File: config.mk
export PLATFORM = sky130hd
export DESIGN_NAME = lzwc_ctrl
export DESIGN_NICKNAME = d
export VERILOG_FILES = /design/src/design/lzwc_pkg.sv /design/src/design/lzwc_ctrl.sv
export SDC_FILE = /design/constraint.sdc
export NUM_CORES = 1
export LEC_CHECK = 0
export BUFFER_PORTS_ARGS = -buffer_cell sky130_fd_sc_hd__buf_4
export CAP_MARGIN = 30
export CORE_MARGIN = 4
export CORE_UTILIZATION = 45
export CTS_CLUSTER_DIAMETER = 60
export DETAILED_ROUTE_END_ITERATION = 6
export GPL_TIMING_DRIVEN = 1
export PLACE_DENSITY = 0.81
export RECOVER_POWER = 50
export SLEW_MARGIN = 20
export SYNTH_ARGS = -nofsm -noshare
export SYNTH_HDL_FRONTEND = slang
export SYNTH_SLANG_ARGS = --single-unit
File: constraint.sdc
create_clock -name i_clk -period 1.9 [get_ports i_clk]
set_input_delay 0.57 -clock i_clk [delete_from_list [all_inputs] [get_ports i_clk]]
set_output_delay 0.57 -clock i_clk [all_outputs]
set_load 0.01 [all_outputs]
File: src/design/lzwc_pkg.sv
// Shared types, constants and codes of the variable-width LZW compressor.
package lzwc_pkg;

    localparam int TABLE_SIZE_DEF    = 18041;
    localparam int MAX_CODE_BITS_DEF = 14;

    localparam int        WORD_BITS = 16;
    localparam int        WIDTH_W   = 4;
    localparam int        BF_W      = 5;
    localparam logic [8:0] GROW_CODE  = 9'd256;
    localparam logic [8:0] END_CODE   = 9'd257;
    localparam logic [8:0] RESET_CODE = 9'd258;
    localparam logic [8:0] FIRST_FREE = 9'd259;
    localparam logic [WIDTH_W-1:0] MIN_WIDTH = 4'd9;

    typedef enum logic [1:0] {
        PUT_PREFIX,
        PUT_GROW,
        PUT_RESET,
        PUT_END
    } t_put_sel;

    typedef enum logic [3:0] {
        S_CLEAR,
        S_IDLE,
        S_HASH,
        S_READ,
        S_CMP,
        S_PUT_PREFIX,
        S_PUT_GROW,
        S_PUT_RESET,
        S_TAIL,
        S_PUT_LASTP,
        S_PUT_END,
        S_FLUSH,
        S_FINISH
    } t_state;

    typedef struct packed {
        logic     load;
        logic     first;
        logic     hash;
        logic     rd;
        logic     step;
        logic     hit;
        logic     insert;
        logic     put;
        t_put_sel put_sel;
        logic     restart;
        logic     grow;
        logic     dict_reset;
        logic     flush;
        logic     finish;
        logic     stream_reset;
        logic     clr_wr;
    } t_cmd;

    typedef struct packed {
        logic have_prefix;
        logic last;
        logic entry_valid;
        logic entry_match;
        logic width_full;
        logic at_max;
        logic out_free;
        logic clr_done;
    } t_sts;

endpackage

File: src/design/lzwc_ctrl.sv
// Controller state machine that sequences lookup, insert, packing and dictionary clears.
module lzwc_ctrl (
    input  logic           i_clk,
    input  logic           i_rst_n,
    input  logic           i_in_valid,
    output logic           o_in_ready,
    input  lzwc_pkg::t_sts i_sts,
    output lzwc_pkg::t_cmd o_cmd
);

    lzwc_pkg::t_state r_state, n_state;
    logic             r_need_clear, n_need_clear;

    always_ff @(posedge i_clk) begin
        if (!i_rst_n) begin
            r_state      <= lzwc_pkg::S_CLEAR;
            r_need_clear <= 1'b0;
        end else begin
            r_state      <= n_state;
            r_need_clear <= n_need_clear;
        end
    end

    always_comb begin
        n_state      = r_state;
        n_need_clear = r_need_clear;
        o_cmd        = '0;
        o_cmd.put_sel = lzwc_pkg::PUT_PREFIX;
        o_in_ready   = 1'b0;
        case (r_state)
            lzwc_pkg::S_CLEAR: begin
                o_cmd.clr_wr = 1'b1;
                if (i_sts.clr_done) begin
                    n_need_clear = 1'b0;
                    n_state      = lzwc_pkg::S_IDLE;
                end
            end
            lzwc_pkg::S_IDLE: begin
                o_in_ready = 1'b1;
                if (i_in_valid) begin
                    o_cmd.load = 1'b1;
                    n_state    = i_sts.have_prefix ? lzwc_pkg::S_HASH : lzwc_pkg::S_TAIL;
                end
            end
            lzwc_pkg::S_HASH: begin
                if (!i_sts.have_prefix) begin
                    n_state = lzwc_pkg::S_TAIL;
                end else begin
                    o_cmd.hash = 1'b1;
                    n_state    = lzwc_pkg::S_READ;
                end
            end
            lzwc_pkg::S_READ: begin
                o_cmd.rd = 1'b1;
                n_state  = lzwc_pkg::S_CMP;
            end
            lzwc_pkg::S_CMP: begin
                if (!i_sts.entry_valid) begin
                    o_cmd.insert = 1'b1;
                    n_state      = lzwc_pkg::S_PUT_PREFIX;
                end else if (i_sts.entry_match) begin
                    o_cmd.hit = 1'b1;
                    n_state   = lzwc_pkg::S_TAIL;
                end else begin
                    o_cmd.step = 1'b1;
                    n_state    = lzwc_pkg::S_READ;
                end
            end
            lzwc_pkg::S_PUT_PREFIX: begin
                if (i_sts.out_free) begin
                    o_cmd.put     = 1'b1;
                    o_cmd.restart = 1'b1;
                    if (!i_sts.width_full) begin
                        n_state = lzwc_pkg::S_TAIL;
                    end else if (i_sts.at_max) begin
                        n_state = lzwc_pkg::S_PUT_RESET;
                    end else begin
                        n_state = lzwc_pkg::S_PUT_GROW;
                    end
                end
            end
            lzwc_pkg::S_PUT_GROW: begin
                o_cmd.put_sel = lzwc_pkg::PUT_GROW;
                if (i_sts.out_free) begin
                    o_cmd.put  = 1'b1;
                    o_cmd.grow = 1'b1;
                    n_state    = lzwc_pkg::S_TAIL;
                end
            end
            lzwc_pkg::S_PUT_RESET: begin
                o_cmd.put_sel = lzwc_pkg::PUT_RESET;
                if (i_sts.out_free) begin
                    o_cmd.put        = 1'b1;
                    o_cmd.dict_reset = 1'b1;
                    n_need_clear     = 1'b1;
                    n_state          = lzwc_pkg::S_TAIL;
                end
            end
            lzwc_pkg::S_TAIL: begin
                // The first byte of a stream only becomes the prefix.
                if (!i_sts.have_prefix) begin
                    o_cmd.first = 1'b1;
                end
                n_state = i_sts.last ? lzwc_pkg::S_PUT_LASTP : lzwc_pkg::S_FINISH;
            end
            lzwc_pkg::S_PUT_LASTP: begin
                if (i_sts.out_free) begin
                    o_cmd.put = 1'b1;
                    n_state   = lzwc_pkg::S_PUT_END;
                end
            end
            lzwc_pkg::S_PUT_END: begin
                o_cmd.put_sel = lzwc_pkg::PUT_END;
                if (i_sts.out_free) begin
                    o_cmd.put = 1'b1;
                    n_state   = lzwc_pkg::S_FLUSH;
                end
            end
            lzwc_pkg::S_FLUSH: begin
                if (i_sts.out_free) begin
                    o_cmd.flush = 1'b1;
                    n_state     = lzwc_pkg::S_FINISH;
                end
            end
            lzwc_pkg::S_FINISH: begin
                if (i_sts.out_free) begin
                    o_cmd.finish = 1'b1;
                    if (i_sts.last) begin
                        o_cmd.stream_reset = 1'b1;
                        n_state            = lzwc_pkg::S_CLEAR;
                    end else if (r_need_clear) begin
                        n_state = lzwc_pkg::S_CLEAR;
                    end else begin
                        n_state = lzwc_pkg::S_IDLE;
                    end
                end
            end
            default: begin
                n_state = lzwc_pkg::S_CLEAR;
            end
        endcase
    end

    a_clear_blocks_input: assert property (@(posedge i_clk) disable iff (!i_rst_n)
        o_cmd.clr_wr |-> !o_in_ready)
        else $error("input accepted during dictionary clear");

    a_insert_then_put: assert property (@(posedge i_clk) disable iff (!i_rst_n)
        o_cmd.insert |=> r_state == lzwc_pkg::S_PUT_PREFIX)
        else $error("insert not followed by prefix output");

    a_read_then_cmp: assert property (@(posedge i_clk) disable iff (!i_rst_n)
        o_cmd.rd |=> r_state == lzwc_pkg::S_CMP)
        else $error("dictionary read not followed by compare");

endmodule

# Word level (Yosys, flattened, before mapping)

Index checks and enable logic that the tools add are counted.

Word-level logic and storage cells: 74
Flip-flop bits (word level): 5

Equality and inequality tests: 21
Muxes and demuxes: 45
Reductions and logical operators: 6

Operators by type and width:

| kind                 | number |
|---|---|
| $mux W4              | 13 |
| $pmux W4 S12         | 1 |
| $mux W1              | 24 |
| $eq A4 B4 Y1 const B | 5 |
| $eq A4 B3 Y1 const B | 4 |
| $ne A2 B2 Y1 const B | 8 |
| $eq A4 B2 Y1 const B | 2 |
| $reduce_and A8 Y1    | 1 |
| $mux W2              | 3 |
| $mux W3              | 2 |
| $pmux W2 S3          | 1 |
| $reduce_or A5 Y1     | 1 |
| $eq A4 B1 Y1 const B | 1 |
| $logic_not A4 Y1     | 1 |
| $reduce_and A3 Y1    | 1 |
| $ne A2 B1 Y1 const B | 1 |
| $pmux W1 S2          | 1 |
| $reduce_bool A2 Y1   | 1 |
| $reduce_or A2 Y1     | 1 |

# Logic depth before layout (Yosys ltp)

Gate-level depths: netlist of the first run.

Word-level depth: 4
Mapped depth: 7
Depth with buffers taken out: 5

# Worst setup path before layout of the first run

Ideal clock, no wire load.

Kind: reg2out
Start: register r_state[3]
End: output o_cmd[9] (netlist bit)
Path buffers: 2
Arrival: 1.481 ns
Stages on the path, launching flop included: 5
Setup slack: -0.151 ns
Cell sequence: dfxtp_1 buf_2 clkbuf_1 nor2_1 a2111oi_0

RTL lines:

| item                   | RTL line        | RTL |
|---|---|---|
| start, declared        | lzwc_ctrl.sv:11 | `lzwc_pkg::t_state r_state, n_state;` |
| start signal, assigned | lzwc_ctrl.sv:16 | `r_state <= lzwc_pkg::S_CLEAR;` |
| start signal, assigned | lzwc_ctrl.sv:19 | `r_state <= n_state;` |
| end, declared          | lzwc_ctrl.sv:8  | `output lzwc_pkg::t_cmd o_cmd` |

==> key figures, run 1 <==
Detailed routing
  – Number of violations reported at the end of detailed-routing iteration 0: 12
  – Detailed-route vias per instance: 5.75
  – ANT nets after route: 0
  – # DRC: 0
  – Final wirelength: 2.11 mm
  – Total vias in the final route: 839
  – Routed WL per cell: 14.5 µm
  – Detailed-routing iteration count for the pre-antenna-repair pass: 5

Global routing
  – Largest net degree at the start of global routing: 12
  – Number of global-route vias before repair: 786
  – Initial antenna violation count: 0
  – Global-route usage over all layers: 21.4%
  – Gr ovfl total: 0
  – Global-route wire length before repair: 3.33 mm

Timing
  – Endpoints failing hold: 0
  – Final setup violation count: 0
  – Slew at the pin with the worst max-slew slack: 453 ps
  – Normalized max-slew margin: 69.0%
  – Clock skew: 0.927 ps
  – Period utilisation layout: 97.9%
  – Final max-slew violation count: 0
  – Fmax: 538 MHz
  – Accumulated negative setup slack: 0 ps
  – Period minus WS final: 1860 ps

Critical path
  – Critical-path cell list: nor2b_4 -> nand2_1 -> nor3b_1 -> buf_4
  – Data arrival at the endpoint of the critical path: 1290 ps
  – Number of cells on the worst reg-to-reg path: 6
  – Critical R2R Capture: r_state[0]
  – Critical Path Source Type: register
  – Classification of the worst setup path: register to output pin
  – Worst-path cell with the longest stage delay: dfxtp_4
  – Capturing element type of the critical path: output pin
  – Crit path max-delay family: simple AND/OR/NAND/NOR gates
  – Worst-case register-to-register setup slack: 120 ps
  – Max stage delay on crit path: 380 ps
  – Startpoint of the worst-slack reg-to-reg timing path: r_state[0]
  – CP required: 1330 ps
  – Maximum fanout along the worst path: 8
  – CP Buf/Inv Count: 1

Cells and area
  – Post-route core utilization: 73.9%
  – Final Instance Count excl. Fillers: 146
  – Number of nets in the final layout: 143
  – Number of diodes added for antenna fixing: 0
  – Fill cell instance count of the final layout: 109
  – Fraction of final layout cells sized beyond drive strength 1: 42.0%
  – Area growth from synthesis to layout: 52.1%
  – Final standard cell area without fillers: 986 µm²

Synth
  – Flop and latch count out of synthesis: 5
  – Synth Cell Area: 648 µm²
  – Post-Syn Instances: 98
  – Post-Synthesis Mean Instance Area: 6.61 µm²
  – Number of nets in the synthesized netlist: 109
  – Number of unique standard cell types used by synthesis: 36
  – Xor and xnor fraction of the mapped netlist area: 4.05%
  – Proportion of synthesized chip area in sequential cells: 15.4%
  – Top-area cell type share of the netlist area: 15.4%
  – Post-synthesis mux area share: 1.74%
  – Main combinational cell family by area after synthesis: simple AND/OR/NAND/NOR gates
  – Cell taking the most area after synthesis: dfxtp_1
  – Fraction of the mapped netlist area in compound gates: 28.4%
  – Number of warnings reported in the yosys synthesis log: 0
  – Adder and majority cell fraction of the synthesized area: 1.74%
  – Ranking of synthesized cells by area: dfxtp_1, nor2_1, nand2_1, nor2b_1, a2111oi_0
  – Area share of and/or/nand/nor cells after synthesis: 40.2%

Min path
  – Cell depth of the worst hold path: 2
  – Launch point of the worst hold path: r_need_clear
  – Class of the most critical hold timing path: register to register
  – Hold-critical path endpoint: r_need_clear

Clock network
  – Clock-pin slew of the registers on the worst-case setup and hold paths: 40 ps
  – Number of buffers created by CTS: 3
  – Clock latency at the later pin of the worst-skew pair: 230 ps
  – Clock tree buffer depth: 2
  – Number of hold buffers added after cts: 0
  – Post-CTS setup repair buffer count: 0
  – CTS tree: yes
  – Number of sinks handled by clock tree synthesis: 5
  – Number of H-tree levels: 1
  – Master cell of the clock root buffer: clkbuf_4

Power
  – Worst supply voltage drop on vdd: 0.567 mV
  – Leakage power of the design: 0.417 nW
  – Power Density: 883 nW/µm²

Status
  – Run status: complete, no violations

Floorplan
  – Number of placement rows: 13
  – Std-Cell Core Area: 1330 µm²
  – DIE HEIGHT: 46.0 µm
  – Io pins: 29
  – Full die area: 2110 µm²
  – Starting Density: 48.6%
  – Chip width: 46.0 µm

Placement
  – Placed Instance Area: 903 µm²
  – Routability cong.: 0.903
  – Total placed cells including tap cells: 142
  – Half-perimeter wire length of the detailed placement result: 1.63 mm
  – Total of buffers placed on input and output ports: 28

Run
  – MaxCap Viol Count: 0
cell usage in the layout, fill, tap and decap left out, types with 3 or more instances in the layout:
cell type,n
inv_1,3
nor2b_1,4
clkbuf_4,3
o21ai_0,4
dfxtp_4,3
buf_4,34
nor3b_1,3
nor3_1,4
nand2_1,10
xnor2_1,3
a21oi_1,4
nand2b_1,3
nor2_1,14
area by class of cell:
class	count	area [µm²]	area share, %
clock buffers	4	26.3	2.66
multi-input cells	82	536	54.3
inverters	4	15.0	1.52
repair buffers	36	278	28.2
well taps	15	18.8	1.90
flip-flops and latches	5	113	11.4
timing repair:
item,in CTS,in global routing
pin swaps,0,1
endpoints found under the setup margin,5,8
gates resized for setup,8,11
worst register-to-register path: stages, from the launching register on:
cell and delay, ps:
dfxtp_2 350, buf_4 160, or2_4 280, maj3_2 310
a21oi_1 320, o311ai_0 200, nand2_1 100
synth_stat cells:
cell type	instances
buf_6	1
maj3_2	1
or3_1	1
a22oi_1	1
a311oi_1	1
buf_2	5
nand2b_1	3
nor2b_1	5
o22ai_1	1
nor3b_1	3
a21boi_2	1
nand3_1	1
or4b_1	1
nor3_1	5
dfxtp_1	5
or2_2	1
clkbuf_1	1
o32ai_1	2
o21bai_1	2
nand2_1	11
mux2_2	1
or2_4	1
o21ai_0	4
a2111oi_0	3
nor2_1	16
o32a_1	1
a31oi_1	1
inv_1	4
a21oi_1	3
o311ai_0	1
and2_1	2
a21oi_2	1
o31ai_1	1
xnor2_1	3
o21a_1	2
and3_1	2
flip-flops by register name (all words and copies together), names as in the netlist:
signal        flops
r_state           4
r_need_clear      1
report_power, final:
part           switching, mW  total [mW]  internal (mW)  leakage (nW)
combinational          0.305       0.580          0.275         0.359
sequential            0.0444       0.175          0.130        0.0433
clock                 0.0370       0.116         0.0790        0.0150
total                  0.386       0.871          0.485         0.417
metal layers:
metal,vias up,GRT usage [%],part of all wire (%)
li1,415,-,-
met5,-,0,0
met4,0,12.5,1.5
met1,384,26.1,41
met2,32,34.6,52
met3,8,3.56,5.7
stage by stage:
stage               setup WS, ps  power [mW]  hold WS, ps
floorplan                   42.0       0.520          522
global placement             171       0.682          529
detailed placement           182       0.691          555
CTS                         37.7       0.831          564
global route               -44.6       0.950          587
finish                      40.5       0.871          559
worst max-delay path by stage:
stage / end / startpoint / cells after the start / slack (ps)
global placement: o_cmd[1] / r_state[1] / 5 / 170
floorplan: o_cmd[9] / r_state[3] / 4 / 40
global route: o_cmd[12] / r_state[2] / 4 / -40
detailed placement: o_cmd[12] / r_state[2] / 4 / 180
finish: o_cmd[12] / r_state[2] / 4 / 40
CTS: o_cmd[12] / r_state[2] / 4 / 40
cell families (layout without fill, tap and decap cells):
family                     count (synthesis)  count (layout)
and+or+nand+nor                           52              52
AOI/OAI and AO/OA                         25              25
buffers and inverters                     11              44
DFF                                        5               5
xor gates and xnor gates                   3               3
adders and majority gates                  1               1
muxes                                      1               1
(Power assumes the default switching activity.)
==> run 2, diff against run 1 <==
--- a/config.mk
+++ b/config.mk
@@ -12,7 +12,7 @@
 export CTS_CLUSTER_DIAMETER = 60
 export DETAILED_ROUTE_END_ITERATION = 6
 export GPL_TIMING_DRIVEN = 1
-export PLACE_DENSITY = 0.81
+export PLACE_DENSITY = 0.75
 export RECOVER_POWER = 50
 export SLEW_MARGIN = 20
 export SYNTH_ARGS = -nofsm -noshare
==> key figures, run 2 (synthesis gave the netlist of run 1 again) <==
Cells and area
  – Most used cells in the layout excluding fill and tap cells: buf_4, nor2_1, nand2_1 (unchanged)
  – Leading cell type in the layout, fill and taps excluded: buf_4 (unchanged)
  – Combined area of the multi-input logic cells: 532 µm² (was 536 µm²)
  – Number of nets in the final layout: 142 (was 143)
  – Largest register FFs: 4 (unchanged)
  – Area growth from synthesis to layout: 50.8% (was 52.1%)
  – Top flop regs: r_state (4), r_need_clear (1) (unchanged)
  – Number of diodes added for antenna fixing: 0 (unchanged)
  – Largest register by flop count: r_state (unchanged)
  – Area occupied by registers: 110 µm² (was 113 µm²)
  – Fraction of final layout cells sized beyond drive strength 1: 43.8% (was 42.0%)
  – Fill cell instance count of the final layout: 118 (was 109)

Clock network
  – Number of H-tree levels: 1 (unchanged)
  – Number of buffers created by CTS: 3 (unchanged)
  – Clock-pin slew of the registers on the worst-case setup and hold paths: 50 ps (was 40 ps)
  – Post-CTS setup repair buffer count: 0 (unchanged)
  – CTS tree: yes (unchanged)
  – Clock latency at the later pin of the worst-skew pair: 250 ps (was 230 ps)
  – Number of sinks handled by clock tree synthesis: 5 (unchanged)
  – Master cell of the clock root buffer: clkbuf_4 (unchanged)
  – Clock tree buffer depth: 2 (unchanged)

Placement
  – Routability cong.: 0.838 (was 0.903)
  – Half-perimeter wire length of the detailed placement result: 1.62 mm (was 1.63 mm)
  – Total of buffers placed on input and output ports: 28 (unchanged)

Timing
  – Period utilisation layout: 97.3% (was 97.9%)
  – Fmax: 541 MHz (was 538 MHz)
  – Clock skew: 8.90 ps (was 0.927 ps)
  – Accumulated negative setup slack: 0 ps (unchanged)
  – Period minus WS final: 1850 ps (was 1860 ps)
  – Setup repair after global routing missed its margin: yes
  – Final setup violation count: 0 (unchanged)
  – Endpoints failing hold: 0 (unchanged)
  – Final max-slew violation count: 0 (unchanged)
  – Slew at the pin with the worst max-slew slack: 480 ps (was 453 ps)
  – Smallest hold slack: 554 ps (was 559 ps)
  – Normalized max-slew margin: 67.2% (was 69.0%)

Detailed routing
  – Detailed-route vias per instance: 5.86 (was 5.75)
  – Routed WL per cell: 14.4 µm (was 14.5 µm)
  – Final wirelength: 2.09 mm (was 2.11 mm)
  – Detailed-routing iteration count for the pre-antenna-repair pass: 4 (was 5)
  – # DRC: 0 (unchanged)
  – ANT nets after route: 0 (unchanged)
  – Number of violations reported at the end of detailed-routing iteration 0: 36 (was 12)
  – Total vias in the final route: 849 (was 839)

Power
  – Sequential share of power: 20.2% (was 20.1%)
  – Leakage power of the design: 0.415 nW (was 0.417 nW)
  – Internal power: 475 µW (was 485 µW)
  – Power Density: 877 nW/µm² (was 883 nW/µm²)
  – Total Power: 857 µW (was 871 µW)
  – Clk pwr share: 14.6% (was 13.3%)
  – Worst supply voltage drop on vdd: 0.672 mV (was 0.567 mV)
  – Power spent charging and discharging nets: 382 µW (was 386 µW)
  – Fraction of power consumed by combinational cells: 65.2% (was 66.6%)
  – Net switching share of the total power: 44.6% (was 44.3%)

Status
  – Run status: complete, no violations (unchanged)

Floorplan
  – Std-Cell Core Area: 1330 µm² (unchanged)
  – Full die area: 2110 µm² (unchanged)
  – Chip width: 46.0 µm (unchanged)
  – Io pins: 29 (unchanged)
  – DIE HEIGHT: 46.0 µm (unchanged)
  – Starting Density: 48.6% (unchanged)
  – Number of placement rows: 13 (unchanged)

Global routing
  – Gr ovfl total: 0 (unchanged)
  – Initial antenna violation count: 0 (unchanged)
  – Number of global-route vias before repair: 770 (was 786)
  – Met2 Resource Use GR: 36.0% (was 34.6%)
  – Most utilized layer in the global route result: met2 (unchanged)
  – Global-route wire length before repair: 3.44 mm (was 3.33 mm)
  – Met1 Resource Use GR: 28.9% (was 26.1%)
  – Largest net degree at the start of global routing: 15 (was 12)
  – Global-route usage over all layers: 22.1% (was 21.4%)
  – GR met3 Demand/Resource: 3.16% (was 3.56%)

Critical path
  – Critical-path cell list: nand2b_1 -> a2111oi_2 -> buf_4 (was nor2b_4 -> nand2_1 -> nor3b_1 -> buf_4)
  – Classification of the worst setup path: register to output pin (unchanged)
  – Maximum fanout along the worst path: 8 (unchanged)
  – CP required: 1330 ps (about the same)
  – Critical Path Source Type: register (unchanged)
  – Critical path depth: 3 (was 4)
  – Max stage delay on crit path: 370 ps (was 380 ps)
  – Startpoint of the worst-slack reg-to-reg timing path: r_state[0] (unchanged)
  – Worst-path cell with the longest stage delay: dfxtp_4 (unchanged)
  – Crit path max-delay family: flip-flops (was simple AND/OR/NAND/NOR gates)
  – Worst Setup SP: r_state[2] (unchanged)
  – Number of cells on the worst reg-to-reg path: 6 (unchanged)
  – Data arrival at the endpoint of the critical path: 1280 ps (was 1290 ps)
  – CP Buf/Inv Count: 1 (unchanged)
  – Capturing element type of the critical path: output pin (unchanged)

Min path
  – Launch point of the worst hold path: r_need_clear (unchanged)
  – Class of the most critical hold timing path: register to register (unchanged)
  – Cell depth of the worst hold path: 2 (unchanged)

Run
  – MaxCap Viol Count: 0 (unchanged)
==> run 2: metrics by stage <==
stage          instances  area (µm²)  setup slack (ps)  util [%]
2_1_floorplan         98         654              42.0         -
6_report             145         977              52.2      73.3
3_5_place_dp         141         896               134      67.2
5_1_grt              145         977             -7.79      73.3
4_1_cts              145         946           -0.0782      70.9
3_3_place_gp         141         896               148      67.2
==> run 2: repair_timing <==
action                                  in CTS  in global routing
hold endpoints to repair                     0                  0
hold buffers                                 0                  0
endpoints found under the setup margin      11                 10
pin swaps                                    1                  0
gates resized for setup                      9                 10
==> run 2: layer usage <==
layer / routed length (µm) / part of all wire, % / vias to the layer above
li1: - / - / 413
met1: 866 / 41 / 391
met2: 1060 / 50 / 41
met3: 150 / 7.2 / 4
met4: 20 / 0.96 / 0
met5: 0 / 0 / -
==> run 2: path summary, 6_finish.rpt <==
check	end	slack (ps)
worst max register to register	r_state[0]	270
worst max-delay path	o_cmd[9]	50
worst min-delay path	r_need_clear	550
worst min register to register	r_need_clear	550
==> run 2: layout make-up <==
cell class,count,share of cell area [%]
inverter,4,1.54
timing repair buffer,35,28.0
clock buffer,3,2.30
sequential,5,11.3
clock inverter,1,0.512
tap,15,1.92
multi-input combinational,82,54.4
==> run 2: power by group through the flow <==
stage	Sequential [mW]	Combinational [mW]	Clock, mW
2_1_floorplan	0.136	0.384	0
3_3_place_gp	0.155	0.516	0
3_5_place_dp	0.156	0.522	0
4_1_cts	0.161	0.539	0.129
5_1_grt	0.174	0.617	0.137
6_report	0.173	0.559	0.125
==> run 2: worst register-to-register path, stage by stage, from the launching register on <==
cell	delay (ps)
dfxtp_2	350
buf_6	160
or2_4	280
maj3_2	320
a21oi_2	220
o311ai_0	170
nand2_1	80
==> run 3, diff against run 2 <==
--- a/config.mk
+++ b/config.mk
@@ -7,10 +7,10 @@
 export LEC_CHECK = 0
 export BUFFER_PORTS_ARGS = -buffer_cell sky130_fd_sc_hd__buf_4
 export CAP_MARGIN = 30
-export CORE_MARGIN = 4
 export CORE_UTILIZATION = 45
 export CTS_CLUSTER_DIAMETER = 60
 export DETAILED_ROUTE_END_ITERATION = 6
+export GPL_ROUTABILITY_DRIVEN = 0
 export GPL_TIMING_DRIVEN = 1
 export PLACE_DENSITY = 0.75
 export RECOVER_POWER = 50
==> key figures, run 3 (synthesis gave the netlist of run 1 again) <==
Timing
  – PnR worst setup slack: 61.0 ps (was 52.2 ps)
  – Final setup violation count: 0 (unchanged)
  – Clock skew: 2.12 ps (was 8.90 ps)
  – Normalized max-slew margin: 64.9% (was 67.2%)
  – Period utilisation layout: 96.8% (was 97.3%)
  – Smallest hold slack: 554 ps (about the same)
  – Final max-slew violation count: 0 (unchanged)
  – Endpoints failing hold: 0 (unchanged)
  – Slew at the pin with the worst max-slew slack: 513 ps (was 480 ps)
  – Fmax: 544 MHz (was 541 MHz)
  – Period minus WS final: 1840 ps (was 1850 ps)

Global routing
  – Number of global-route vias before repair: 660 (was 770)
  – Gr ovfl total: 0 (unchanged)
  – Largest net degree at the start of global routing: 14 (was 15)
  – Global-route wire length before repair: 2.93 mm (was 3.44 mm)
  – Global-route usage over all layers: 28.1% (was 22.1%)
  – Initial antenna violation count: 0 (unchanged)

Clock network
  – Number of H-tree levels: 1 (unchanged)
  – Post-CTS setup repair buffer count: 0 (unchanged)
  – Clock latency at the later pin of the worst-skew pair: 240 ps (was 250 ps)
  – Number of buffers created by CTS: 3 (unchanged)
  – Clock tree buffer depth: 2 (unchanged)
  – Number of hold buffers added after cts: 0 (unchanged)
  – Number of sinks handled by clock tree synthesis: 5 (unchanged)
  – Clock-pin slew of the registers on the worst-case setup and hold paths: 50 ps (about the same)
  – CTS tree: yes (unchanged)
  – Master cell of the clock root buffer: clkbuf_4 (unchanged)

Min path
  – Launch point of the worst hold path: r_need_clear (unchanged)
  – Cell depth of the worst hold path: 2 (unchanged)
  – Class of the most critical hold timing path: register to register (unchanged)
  – Hold-critical path endpoint: r_need_clear (unchanged)

Cells and area
  – Most used cells in the layout excluding fill and tap cells: buf_4, nor2_1, nand2_1 (unchanged)
  – Top flop regs: r_state (4), r_need_clear (1) (unchanged)
  – Largest register by flop count: r_state (unchanged)
  – Area occupied by registers: 113 µm² (was 110 µm²)
  – Fill cell instance count of the final layout: 123 (was 118)
  – Number of nets in the final layout: 141 (was 142)
  – Combined area of the multi-input logic cells: 544 µm² (was 532 µm²)
  – Leading cell type in the layout, fill and taps excluded: buf_4 (unchanged)
  – Area growth from synthesis to layout: 51.2% (was 50.8%)
  – Largest register FFs: 4 (unchanged)
  – Fraction of final layout cells sized beyond drive strength 1: 42.6% (was 43.8%)
  – Final Instance Count excl. Fillers: 144 (was 145)
  – Number of diodes added for antenna fixing: 0 (unchanged)

Critical path
  – Classification of the worst setup path: register to output pin (unchanged)
  – CP required: 1330 ps (about the same)
  – Capturing element type of the critical path: output pin (unchanged)
  – Startpoint of the worst-slack reg-to-reg timing path: r_state[0] (unchanged)
  – Worst-case register-to-register setup slack: 270 ps (about the same)
  – Data arrival at the endpoint of the critical path: 1270 ps (was 1280 ps)
  – Number of cells on the worst reg-to-reg path: 6 (unchanged)
  – Maximum fanout along the worst path: 12 (was 8)
  – Critical Path Source Type: register (unchanged)
  – Critical R2R Capture: r_state[0] (unchanged)

Detailed routing
  – ANT nets after route: 0 (unchanged)
  – # DRC: 0 (unchanged)
  – Detailed-routing iteration count for the pre-antenna-repair pass: 4 (unchanged)
  – Number of violations reported at the end of detailed-routing iteration 0: 24 (was 36)
  – Detailed-route vias per instance: 5.92 (was 5.86)
  – Final wirelength: 2.05 mm (was 2.09 mm)
  – Routed WL per cell: 14.2 µm (was 14.4 µm)
  – Total vias in the final route: 852 (was 849)

Power
  – Power Density: 896 nW/µm² (was 877 nW/µm²)
  – Total Power: 878 µW (was 857 µW)
  – Leakage power of the design: 0.405 nW (was 0.415 nW)
  – Worst supply voltage drop on vdd: 0.578 mV (was 0.672 mV)

Floorplan
  – DIE HEIGHT: 40.0 µm (was 46.0 µm)
  – Std-Cell Core Area: 1320 µm² (was 1330 µm²)
  – Io pins: 29 (unchanged)
  – Number of placement rows: 13 (unchanged)
  – Chip width: 40.0 µm (was 46.0 µm)
  – Full die area: 1600 µm² (was 2110 µm²)
  – Starting Density: 49.2% (was 48.6%)

Placement
  – Total of buffers placed on input and output ports: 28 (unchanged)
  – Half-perimeter wire length of the detailed placement result: 1.52 mm (was 1.62 mm)
  – Total placed cells including tap cells: 140 (was 141)
  – Worst slack at placement: 163 ps (was 134 ps)

Status
  – Run status: complete, no violations (unchanged)

Run
  – MaxCap Viol Count: 0 (unchanged)
-- run 3: per-layer routing --
| layer | GRT usage (%) | wire (µm) |
|---|---|---|
| met3 | 3.33 | 105 |
| met4 | 12.9 | 8 |
| met5 | 0 | 0 |
| met2 | 46.4 | 1060 |
| met1 | 36.0 | 876 |
-- run 3: final cells by class --
| cell class | instances | share of cell area [%] |
|---|---|---|
| multi-input cells | 82 | 55.6 |
| repair buffers | 34 | 26.8 |
| flip-flops and latches | 5 | 11.5 |
| clock buffers | 4 | 2.68 |
| well taps | 15 | 1.92 |
| inverters | 4 | 1.53 |
-- run 3: worst max-delay path by stage --
| stage | startpoint | to | slack [ps] |
|---|---|---|---|
| final | r_state[3] | o_cmd[7] | 60 |
| after detailed placement | i_sts[1] | o_cmd[9] | 160 |
| after floorplan | r_state[3] | o_cmd[9] | 40 |
| after CTS | r_state[1] | o_cmd[9] | 2 |
| after global routing | r_state[2] | o_cmd[1] | -4 |
| after global placement | r_state[2] | o_cmd[4] | 170 |
-- run 3: through the flow --
stage          utilization, %  cell area, µm²  setup TNS (ps)
2_1_floorplan               -             654               0
3_3_place_gp             67.4             888               0
3_5_place_dp             67.4             888               0
4_1_cts                  70.4             927               0
5_1_grt                  74.4             980           -3.73
6_report                 74.4             980               0
-- run 3: critical path: stages (launching register included) --
cell	delay, ps
dfxtp_4	380
buf_4	190
xnor2_1	240
nor2_1	70
buf_4	140
-- run 3: timing repair --
item                                    4_1_cts  5_1_grt
gates resized for setup                       6       15
endpoints found under the setup margin        6        9
pin swaps                                     0        2
-- run 3: power by group --
| group | switching [mW] | internal, mW |
|---|---|---|
| Combinational | 0.307 | 0.272 |
| Sequential | 0.0419 | 0.133 |
| Clock | 0.0456 | 0.0795 |
| Total | 0.394 | 0.484 |
